<file path="config.mk">
export PLATFORM = sky130hd
export DESIGN_NAME = fct_engine
export DESIGN_NICKNAME = d
export VERILOG_FILES = /design/src/fct_pkg.sv /design/src/fct_engine.sv
export SDC_FILE = /design/constraint.sdc
export NUM_CORES = 1
export LEC_CHECK = 0
export ABC_CLOCK_PERIOD_IN_PS = 3100
export BUFFER_PORTS_ARGS = -buffer_cell sky130_fd_sc_hd__buf_2
export CELL_PAD_IN_SITES_DETAIL_PLACEMENT = 2
export CELL_PAD_IN_SITES_GLOBAL_PLACEMENT = 2
export CORE_UTILIZATION = 28
export CTS_CLUSTER_DIAMETER = 100
export DETAILED_ROUTE_END_ITERATION = 6
export PLACE_DENSITY_LB_ADDON = 0.12
export REMOVE_ABC_BUFFERS = 1
export SETUP_SLACK_MARGIN = 0.02
export SYNTH_ARGS = -nofsm -noshare
export SYNTH_HDL_FRONTEND = slang
export SYNTH_SLANG_ARGS = --single-unit
</file>
<file path="constraint.sdc">
create_clock -name clk -period 3.1 [get_ports clk]
set_clock_uncertainty 0.1 [all_clocks]
set_input_delay 0.31 -clock clk [delete_from_list [all_inputs] [get_ports clk]]
set_output_delay 0.31 -clock clk [all_outputs]
set_load 0.02 [all_outputs]
</file>
<file path="src/fct_pkg.sv">
`timescale 1ns / 1ps
// Shared constants, request types and helper functions for the frequency count table.
// Used by fct_engine and frequency_count_table_top; no other dependencies.
package fct_pkg;

    // Field widths of the stream payload.
    localparam int FUNC_BITS      = 2;
    localparam int OPND_BITS      = 16;
    localparam int OUT_TDATA_BITS = 8;

    // Store geometry. Keys and frequencies come from a 16-bit operand, so
    // neither store needs more than 16 address bits.
    localparam int KEY_BITS       = 16;
    localparam int COUNT_BITS     = 16;
    localparam int KEY_ADDR_BITS  = (KEY_BITS < OPND_BITS) ? KEY_BITS : OPND_BITS;
    localparam int HIST_ADDR_BITS = (COUNT_BITS < OPND_BITS) ? COUNT_BITS : OPND_BITS;
    localparam int HIST_BITS      = 17;
    localparam int CLR_BITS       = (KEY_ADDR_BITS > HIST_ADDR_BITS) ? KEY_ADDR_BITS
                                                                      : HIST_ADDR_BITS;

    // Operation codes carried in tuser.
    localparam logic [FUNC_BITS-1:0] OP_INSERT = 2'd0;
    localparam logic [FUNC_BITS-1:0] OP_DELETE = 2'd1;
    localparam logic [FUNC_BITS-1:0] OP_QUERY  = 2'd2;

    // Access request to the key count store.
    typedef struct packed {
        logic                     we;
        logic [KEY_ADDR_BITS-1:0] waddr;
        logic [COUNT_BITS-1:0]    wdata;
        logic                     re;
        logic [KEY_ADDR_BITS-1:0] raddr;
    } key_req_t;

    // Access request to the histogram store.
    typedef struct packed {
        logic                      we;
        logic [HIST_ADDR_BITS-1:0] waddr;
        logic [HIST_BITS-1:0]      wdata;
        logic                      re;
        logic [HIST_ADDR_BITS-1:0] raddr;
    } hist_req_t;

    // Query answer handed to the output register.
    typedef struct packed {
        logic valid;
        logic found;
    } result_t;

    // A count has a histogram entry when it is nonzero and addressable.
    function automatic logic hist_ok(input logic [COUNT_BITS-1:0] c);
        return (c != '0) && ((c >> HIST_ADDR_BITS) == '0);
    endfunction

endpackage

</file>
<file path="src/fct_engine.sv">
`timescale 1ns / 1ps
// Sequencer of the frequency count table: clearing sweep after reset and the
// read-modify-write of the key count and histogram stores. Depends on fct_pkg.
module fct_engine (
    input  logic                               clk,
    input  logic                               rst_n,
    input  logic                               in_valid,
    output logic                               in_ready,
    input  logic [fct_pkg::FUNC_BITS-1:0]      in_func,
    input  logic [fct_pkg::OPND_BITS-1:0]      in_operand,
    output fct_pkg::key_req_t                  key_req,
    input  logic [fct_pkg::COUNT_BITS-1:0]     key_rdata,
    output fct_pkg::hist_req_t                 hist_req,
    input  logic [fct_pkg::HIST_BITS-1:0]      hist_rdata,
    input  logic                               out_free,
    output fct_pkg::result_t                   res
);
    import fct_pkg::*;

    typedef enum logic [2:0] {
        ST_CLEAR,
        ST_IDLE,
        ST_KEY,
        ST_HSUB,
        ST_HADD,
        ST_QRES
    } state_t;

    state_t                  state_reg, state_next;
    logic [CLR_BITS-1:0]     clr_reg, clr_next;
    logic [FUNC_BITS-1:0]    func_reg, func_next;
    logic [OPND_BITS-1:0]    opnd_reg, opnd_next;
    logic [COUNT_BITS-1:0]   old_reg, old_next;
    logic [COUNT_BITS-1:0]   new_reg, new_next;
    logic [COUNT_BITS-1:0]   cnt_inc;
    logic [COUNT_BITS-1:0]   cnt_dec;

    assign cnt_inc  = key_rdata + 1'b1;
    assign cnt_dec  = key_rdata - 1'b1;
    assign in_ready = (state_reg == ST_IDLE);

    // Next-state and store access decode.
    always_comb
    begin
        state_next = state_reg;
        clr_next   = clr_reg;
        func_next  = func_reg;
        opnd_next  = opnd_reg;
        old_next   = old_reg;
        new_next   = new_reg;
        key_req    = '0;
        hist_req   = '0;
        res        = '0;

        unique case (state_reg)
            ST_CLEAR:
            begin
                // Zero one entry of each store per cycle.
                key_req.we     = ((clr_reg >> KEY_ADDR_BITS) == '0);
                key_req.waddr  = clr_reg[KEY_ADDR_BITS-1:0];
                hist_req.we    = ((clr_reg >> HIST_ADDR_BITS) == '0);
                hist_req.waddr = clr_reg[HIST_ADDR_BITS-1:0];
                clr_next       = clr_reg + 1'b1;
                if (clr_reg == '1)
                begin
                    state_next = ST_IDLE;
                end
            end

            ST_IDLE:
            begin
                if (in_valid)
                begin
                    func_next      = in_func;
                    opnd_next      = in_operand;
                    key_req.re     = 1'b1;
                    key_req.raddr  = in_operand[KEY_ADDR_BITS-1:0];
                    hist_req.re    = (in_func == OP_QUERY);
                    hist_req.raddr = in_operand[HIST_ADDR_BITS-1:0];
                    unique case (in_func) inside
                        OP_INSERT, OP_DELETE: state_next = ST_KEY;
                        OP_QUERY:             state_next = ST_QRES;
                        default:              state_next = ST_IDLE;
                    endcase
                end
            end

            ST_KEY:
            begin
                // Key count is in; update it and fetch the old count's entry.
                old_next       = key_rdata;
                hist_req.re    = 1'b1;
                hist_req.raddr = key_rdata[HIST_ADDR_BITS-1:0];
                key_req.waddr  = opnd_reg[KEY_ADDR_BITS-1:0];
                if (func_reg == OP_INSERT)
                begin
                    new_next      = cnt_inc;
                    key_req.wdata = cnt_inc;
                    key_req.we    = (key_rdata != '1);
                end
                else
                begin
                    new_next      = cnt_dec;
                    key_req.wdata = cnt_dec;
                    key_req.we    = (key_rdata != '0);
                end
                state_next = key_req.we ? ST_HSUB : ST_IDLE;
            end

            ST_HSUB:
            begin
                // Drop the key from its old count and fetch the new count's entry.
                hist_req.we    = hist_ok(old_reg) && (hist_rdata != '0);
                hist_req.waddr = old_reg[HIST_ADDR_BITS-1:0];
                hist_req.wdata = hist_rdata - 1'b1;
                hist_req.re    = 1'b1;
                hist_req.raddr = new_reg[HIST_ADDR_BITS-1:0];
                state_next     = ST_HADD;
            end

            ST_HADD:
            begin
                hist_req.we    = hist_ok(new_reg);
                hist_req.waddr = new_reg[HIST_ADDR_BITS-1:0];
                hist_req.wdata = hist_rdata + 1'b1;
                state_next     = ST_IDLE;
            end

            ST_QRES:
            begin
                // Wait for the output register to free up, then answer.
                if (out_free)
                begin
                    res.valid  = 1'b1;
                    res.found  = (opnd_reg != '0)
                              && ((opnd_reg >> HIST_ADDR_BITS) == '0)
                              && (hist_rdata != '0);
                    state_next = ST_IDLE;
                end
            end

            default:
            begin
                state_next = ST_CLEAR;
            end
        endcase
    end

    // State and request context registers.
    always_ff @(posedge clk or negedge rst_n)
    begin
        if (!rst_n)
        begin
            state_reg <= ST_CLEAR;
            clr_reg   <= '0;
        end
        else
        begin
            state_reg <= state_next;
            clr_reg   <= clr_next;
        end
    end

    always_ff @(posedge clk)
    begin
        func_reg <= func_next;
        opnd_reg <= opnd_next;
        old_reg  <= old_next;
        new_reg  <= new_next;
    end

endmodule

</file>
* Word level (Yosys, flattened, before mapping)
Index checks and enable logic that the tools add are counted.
Operators by class: $add $sub $neg 5, eq/ne operators 12, muxes and demuxes 19, reductions and logical operators 13
Operator list (count):
- 17-bit one-hot mux with 3 select lines | 2
- 17-bit one-hot mux with 2 select lines | 2
- 16-bit nonzero test | 4
- 17-bit two-way mux | 3
- 16-bit by 1-bit adder with 16-bit output (second input constant) | 2
- 16-bit two-way mux | 2
- 3-bit one-hot mux with 6 select lines | 1
- 17-bit by 1-bit adder with 17-bit output (second input constant) | 1
- 17-bit nonzero test | 1
- 17-bit by 1-bit subtractor with 17-bit output (second input constant) | 1
- 16-bit == test (second input constant) | 1
- 16-bit != test (second input constant) | 1
- 16-bit by 1-bit subtractor with 16-bit output (second input constant) | 1
- 3-bit two-way mux | 3
- 3-bit by 2-bit == test with 1-bit output (second input constant) | 2
- 3-bit == test (second input constant) | 2
- 2-bit two-way mux | 3
- 2-bit != test (second input constant) | 3
- 3-bit one-hot mux with 2 select lines | 1
- 2-bit logical NOT | 2
- 3-bit by 1-bit == test with 1-bit output (second input constant) | 1
- 3-bit logical NOT | 1
- 3-bit AND reduction | 1
- 2-bit by 1-bit == test with 1-bit output (second input constant) | 1
- other kinds (5) | 7
Storage, ports and cells: bits in registers 69, input port bits 55, output and inout bits 104

* Longest topological paths before layout
Gate-level depths: netlist of the first run.
depth after elaboration 5, mapped depth 10, depth with buffers taken out 8

* Worst setup path after synthesis of the first run
No wires, ideal clock.
path kind register to output, start register state_reg[1], end output hist_req[27] in the netlist's numbering, data arrival time 2838 ps, data required time 2690 ps, setup slack -148 ps, stages on the path, launching flop included 10, buffers on the path 1, path through dfrtp_1 > buf_2 > nor3b_1 > inv_1 > fa_1 > a32oi_1 > a211oi_2 > o311ai_0 > nand2_1 > o21ai_0
RTL lines:
- start: declaration | line fct_engine.sv:29 | state_t state_reg, state_next;
- start signal: assignment | line fct_engine.sv:159 | state_reg <= state_next;
- end: declaration | line fct_engine.sv:13 | output fct_pkg::hist_req_t hist_req,

==> metrics.csv, run 1 <==
stage,metric,value,unit
place,Detailed Place HPWL,18500,µm
critical_path,R2R depth,11,
place,RD Place Congestion,0.891,
layout,FILL cells,1998,
sta,unrepaired setup endpoints after global routing,true,
critical_path,RR Endpoint,new_reg[12],
critical_path,crit path max fanout,7,
status,failing checks,negative setup slack,
min_path,worst hold-check path type,in2reg,
critical_path,critical path endpoint,hist_req[31],
layout,Register Area,1980,µm²
global_route,vias in the first global route,6124,
critical_path,critical path depth in cells,11,
layout,final cell utilization of the core,44.4,%
min_path,hold_sp,in_operand[3],
sta,final period utilization,112,%
layout,Layout Cells excl Fill,1037,
power,Design Power,7.43,mW
sta,final hold viol count,0,
global_route,GRT Resource Usage Total,25.0,%
synth,Post-synth top flop,edfxtp_1,
place,Placed Instances,1000,
synth,Post-Syn Area,5310,µm²
sta,fin crit period,3.48,ns
critical_path,"CP delay by family, top",buffers and inverters,
global_route,largest net degree at the start of global routing,68,
drt,DRC violations left,0,
synth,post-synth cell types,72,
drt,wire per inst,24.1,µm
critical_path,CP arrival,3.07,ns
synth,Synth Instances,559,
cts,# H-tree levels,3,
power,pwr dens,897,nW/µm²
global_route,total gr overflow,0,
drt,vias per std cell,5.44,
critical_path,worst path bufs/invs,4,
drt,DRT antenna net count,0,
job,max cap viols,0,
cts,Clock Sinks,69,
cts,CTS tree,done,
power,P_leak,3.44,nW
place,Port-buffer cells,158,
global_route,first-pass GRT wire length,37000,µm
place,dpl cell area,6860,µm²
drt,number of DRC markers in iteration 0,228,
place,dpl ws,-0.196,ns
floorplanning,die height,140,µm
floorplanning,Initial Util,28.5,%
critical_path,FF-to-FF setup slack,0.40,ns
sta,final setup fails,17,
status,outcome,finished with violations,
synth,fraction of synthesis flops using an asynchronous set or reset pin,27.5,%
critical_path,reg-to-reg startpoint,func_reg[0],
critical_path,CP Class,reg2out,
cts,clock tree buffer depth,2,
floorplanning,Core Area,18600,µm²
layout,"leading cell types in the layout, fill and taps excluded","141 x buf_2, 92 x buf_4, 50 x edfxtp_1, 42 x nor2_1, 41 x nand2_1",
sta,fmax,0.287,GHz
power,peak supply drop,0.000364,V
floorplanning,area of the die,19500,µm²
cts,CTS Root Cell,clkbuf_16,
layout,"most common cell after layout, fill and taps aside",buf_2,
layout,P&R area growth vs syn,55.9,%
sta,max-slew violation count,0,
synth,post-synthesis sequential area ratio,37.2,%
critical_path,CP max stage cell,dfrtp_1,
layout,Multi-input gate area,3970,µm²
drt,first-pass detailed-route iteration total,4,
critical_path,most frequent CP cell,buf_6,
critical_path,CP Data Required Time,2.69,ns
layout,Nets,885,
layout,share of cells above drive strength 1,47.6,%
critical_path,CP cell instances,"nor3b_2, inv_2, buf_6, ha_4, nand2_4, a211oi_4, buf_6, nor3_4, o31ai_2, mux2_4, buf_6",
sta,setup ws final,-0.380,ns
global_route,antenna violations before repair,0,
sta,Max transition margin,56.9,%
cts,Worst-path clk slew,0.05,ns
critical_path,Setup crit end kind,primary output,
floorplanning,# rows,50,
sta,Slew @ Worst Pin,0.644,ns
floorplanning,number of top-level pins,159,
synth,"EDFF count, synth",50,
drt,WL final,24900,µm
drt,via count,5640,
critical_path,"slowest stage delay, CP",0.41,ns
critical_path,CP Launch Type,flip-flop,
cts,cts bufs inserted,9,
synth,Synthesis Warnings,0,
cts,"Clk Latency, worst-skew pair",0.33,ns
synth,syn avg cell area,9.51,µm²
layout,Post-Layout Inst Area,8280,µm²
critical_path,Worst setup startpoint,state_reg[0],
floorplanning,die width,140,µm
synth,Yosys reg bits,69,
cells in the mapped netlist (all sizes together), types with 3 or more instances:
| cell | instances | area share (%) |
|---|---|---|
| a211oi | 7 | 1.5 |
| nand2b | 4 | 0.47 |
| and2 | 27 | 3.2 |
| nor4 | 22 | 2.7 |
| a211o | 7 | 1.2 |
| ha | 31 | 7.3 |
| a31oi | 3 | 0.35 |
| o21bai | 4 | 0.57 |
| nand3 | 9 | 0.85 |
| edfxtp | 50 | 28 |
| o31ai | 4 | 0.57 |
| inv | 12 | 0.85 |
| a22o | 16 | 2.6 |
| or2 | 3 | 0.35 |
| clkbuf | 10 | 0.71 |
| o21ai | 36 | 3.4 |
| dfrtp | 19 | 8.9 |
| o211ai | 5 | 0.80 |
| nor3 | 4 | 0.47 |
| mux2 | 3 | 0.64 |
| a2111oi | 5 | 1.3 |
| nand4 | 13 | 1.5 |
| xnor2 | 18 | 3.0 |
| a21o | 15 | 2.2 |
| and3 | 7 | 0.82 |
| nor2 | 47 | 3.3 |
| xor2 | 14 | 2.3 |
| a22oi | 16 | 2.3 |
| a21oi | 32 | 3.1 |
| nor2b | 7 | 0.82 |
| a221o | 16 | 3.0 |
| nand2 | 43 | 3.1 |
| nor3b | 5 | 0.80 |
| o21a | 6 | 0.85 |
| buf | 16 | 1.5 |
stage by stage:
step,hold slack (ns),TNS [ns]
after floorplan,-0.0856,-20.38
after CTS,0.0524,-1.44
after global placement,0.171,-0.172
after detailed placement,0.185,-0.384
after global routing,0.0563,-4.63
final,0.0637,-2.89
where the power goes:
part / internal, mW / switching [mW]
combinational: 1.99 / 2.89
clock: 0.699 / 0.396
sequential: 1.25 / 0.208
total: 3.94 / 3.49
how the worst min path moves through the flow:
stage	to	cells past startpoint
floorplan	clr_reg[0]	0
global placement	clr_reg[11]	1
detailed placement	clr_reg[13]	1
CTS	opnd_reg[3]	1
global route	opnd_reg[3]	1
finish	opnd_reg[3]	1
area by class of cell:
| class | count | area share, % |
|---|---|---|
| inverter | 12 | 0.635 |
| sequential | 69 | 23.9 |
| tap | 234 | 3.54 |
| clock buffer | 9 | 2.72 |
| multi-input combinational | 452 | 48.0 |
| antenna | 1 | 0.0302 |
| timing repair buffer | 253 | 20.2 |
| clock inverter | 7 | 1.09 |
worst reg2reg max path: cells and delay by family (launching register included):
family	cells	cell delay (ns)
xor gates and xnor gates	1	0.13
DFF	1	0.37
and+or+nand+nor	1	0.14
adders and majority gates	1	0.36
AOI/OAI and AO/OA	4	0.88
buffers and inverters	4	0.47
layer usage:
metal	global-route usage (%)	wire length, µm	vias to the layer above
li1	-	-	2634
met1	33.2	11500	2892
met2	43.6	12600	99
met3	2.06	565	15
met4	6.48	248	0
met5	0	0	-
timing repair:
item	CTS	global route
gates resized for setup	124	47
pin swaps	37	29
setup buffers	11	9
hold buffers	1	0
cloned	1	0
endpoints found under the setup margin	21	28
endpoints found under the hold margin	19	0
logic make-up after synthesis:
logic type               after synthesis  share of synthesized area (%)
multiplexers                           4                          0.824
buffers and inverters                 38                           3.08
XOR/XNOR                              32                           5.27
AND/OR/NAND/NOR                      197                           19.4
AO/OA/AOI/OAI                        186                           26.2
adder cells (fa/ha/maj)               33                           8.05
flip-flops                            69                           37.2
(Power assumes the default switching activity.)
==> run 2: changes to the inputs <==
--- a/config.mk
+++ b/config.mk
@@ -13,6 +13,7 @@
 export CTS_CLUSTER_DIAMETER = 100
 export DETAILED_ROUTE_END_ITERATION = 6
 export PLACE_DENSITY_LB_ADDON = 0.12
+export RECOVER_POWER = 100
 export REMOVE_ABC_BUFFERS = 1
 export SETUP_SLACK_MARGIN = 0.02
 export SYNTH_ARGS = -nofsm -noshare
==> metrics.csv, run 2 (synthesized netlist as in run 1, its figures left out) <==
stage,metric,value,unit,change
status,outcome,finished with violations,,unchanged
status,failing checks,negative setup slack,,unchanged
drt,DRT antenna net count,0,,unchanged
global_route,first-pass GRT wire length,37000,µm,unchanged
sta,setup ws final,-0.386,ns,was -0.380 ns
layout,antenna cells,0,,was 1
cts,clock tree buffer depth,2,,unchanged
global_route,total gr overflow,0,,unchanged
job,max cap viols,0,,unchanged
global_route,vias in the first global route,6124,,unchanged
layout,"leading cell types in the layout, fill and taps excluded","104 x buf_2, 86 x buf_4, 50 x edfxtp_1, 43 x nor2_1",,"was 141 x buf_2, 92 x buf_4, 50 x edfxtp_1, 42 x nor2_1, 41 x nand2_1"
sta,unrepaired setup endpoints after global routing,true,,unchanged
layout,share of cells above drive strength 1,41.6,%,was 47.6%
power,pwr dens,900,nW/µm²,was 897 nW/µm²
floorplanning,Core Area,18600,µm²,unchanged
sta,setup_tns,-4.17,ns,was -2.89 ns
drt,vias per std cell,5.51,,was 5.44
floorplanning,number of top-level pins,159,,unchanged
min_path,worst hold-check path type,in2reg,,unchanged
power,Design Power,7.37,mW,was 7.43 mW
layout,Post-Layout Inst Area,8180,µm²,was 8280 µm²
floorplanning,area of the die,19500,µm²,unchanged
global_route,largest net degree at the start of global routing,68,,unchanged
cts,cts bufs inserted,9,,unchanged
sta,max-slew violation count,0,,unchanged
drt,first-pass detailed-route iteration total,4,,unchanged
layout,P&R area growth vs syn,54.0,%,was 55.9%
place,Port-buffer cells,158,,unchanged
critical_path,CP Launch Type,flip-flop,,unchanged
cts,CTS tree,done,,unchanged
floorplanning,Initial Util,28.5,%,unchanged
critical_path,CP Data Required Time,2.69,ns,about the same
floorplanning,die height,140,µm,unchanged
critical_path,CP arrival,3.08,ns,was 3.07 ns
place,dpl ws,-0.196,ns,unchanged
sta,fmax,0.287,GHz,about the same
place,Placed Instances,1000,,unchanged
layout,"most common cell after layout, fill and taps aside",buf_2,,unchanged
floorplanning,die width,140,µm,unchanged
power,P_leak,3.29,nW,was 3.44 nW
drt,via count,5711,,was 5640
sta,final setup fails,39,,was 17
cts,CTS Root Cell,clkbuf_16,,unchanged
cts,Clock Sinks,69,,unchanged
place,Detailed Place HPWL,18500,µm,unchanged
drt,wire per inst,24.1,µm,about the same
cts,"Clk Latency, worst-skew pair",0.33,ns,about the same
sta,final hold viol count,0,,unchanged
drt,WL final,25000,µm,was 24900 µm
sta,fin crit period,3.49,ns,was 3.48 ns
place,dpl cell area,6860,µm²,unchanged
layout,Nets,885,,unchanged
critical_path,crit path max fanout,7,,unchanged
global_route,GRT Resource Usage Total,25.0,%,unchanged
sta,Slew @ Worst Pin,1.09,ns,was 0.644 ns
cts,Worst-path clk slew,0.05,ns,about the same
critical_path,CP Class,reg2out,,unchanged
cts,# H-tree levels,3,,unchanged
power,peak supply drop,0.000359,V,was 0.000364 V
floorplanning,# rows,50,,unchanged
drt,number of DRC markers in iteration 0,245,,was 228
place,RD Place Congestion,0.891,,unchanged
critical_path,Setup crit end kind,primary output,,unchanged
drt,DRC violations left,0,,unchanged
layout,Layout Cells excl Fill,1036,,was 1037
sta,Max transition margin,27.2,%,was 56.9%
global_route,antenna violations before repair,0,,unchanged
sta,final period utilization,112,%,about the same
==> run 2: cell count changes in the layout (fill, tap and decap cells not counted), sizes merged <==
cell	delta
clkbuf	+43
diode	-1
buf	-43
==> run 2: path summary, 6_finish.rpt <==
| check | start | cells after the start | slack [ns] | endpoint |
|---|---|---|---|---|
| worst max-delay path | state_reg[0] | 11 | -0.39 | hist_req[31] |
| worst min-delay path | in_operand[3] | 1 | 0.06 | opnd_reg[3] |
| worst max register to register | state_reg[1] | 7 | 0.36 | clr_reg[13] |
| worst min register to register | clr_reg[14] | 1 | 0.47 | clr_reg[14] |
| max in group asynchronous | rst_n | 2 | 1.65 | state_reg[2] |
| min in group asynchronous | rst_n | 2 | 0.59 | clr_reg[14] |
==> run 2: routing by layer <==
metal,global-route usage [%],wire (µm),vias to the layer above
li1,-,-,2641
met1,33.2,11400,2924
met2,43.6,12600,127
met3,2.06,679,19
met4,6.48,299,0
met5,0,0,-
==> run 2: per-stage QoR <==
stage | util [%] | hold slack, ns
2_1_floorplan | - | -0.0856
3_5_place_dp | 36.8 | 0.185
5_1_grt | 43.9 | 0.0571
6_report | 43.9 | 0.0626
3_3_place_gp | 36.8 | 0.171
4_1_cts | 42.6 | 0.0524
==> run 2: area by class of cell <==
type / count / area (µm²)
inverters: 12 / 52.6
fillers: 2021 / 10500
repair buffers: 253 / 1610
multi-input cells: 452 / 3940
well taps: 234 / 293
clock inverters: 7 / 90.1
flip-flops and latches: 69 / 1980
clock buffers: 9 / 225
==> run 2: critical path, cell delays in order (launching register included) <==
cell      delay (ns)
dfrtp_1         0.42
nor3b_2         0.33
inv_2           0.19
buf_6           0.19
ha_4            0.29
nand2_4         0.06
a211oi_4        0.28
buf_6           0.16
nor3_4          0.05
o31ai_2         0.30
mux2_4          0.34
buf_6           0.13
==> run 2: timing repair <==
item | 4_1_cts | 5_1_grt
gates resized for setup | 124 | 47
setup buffers | 11 | 9
setup endpoints to repair | 21 | 28
pin swaps | 37 | 29
hold endpoints to repair | 19 | 0
hold buffers | 1 | 0
cloned | 1 | 0
==> run 2: power breakdown <==
part / leakage [nW] / total [mW] / internal, mW / switching [mW]
Combinational: 2.43 / 4.81 / 1.93 / 2.88
Clock: 0.153 / 1.10 / 0.699 / 0.396
Sequential: 0.709 / 1.46 / 1.25 / 0.208
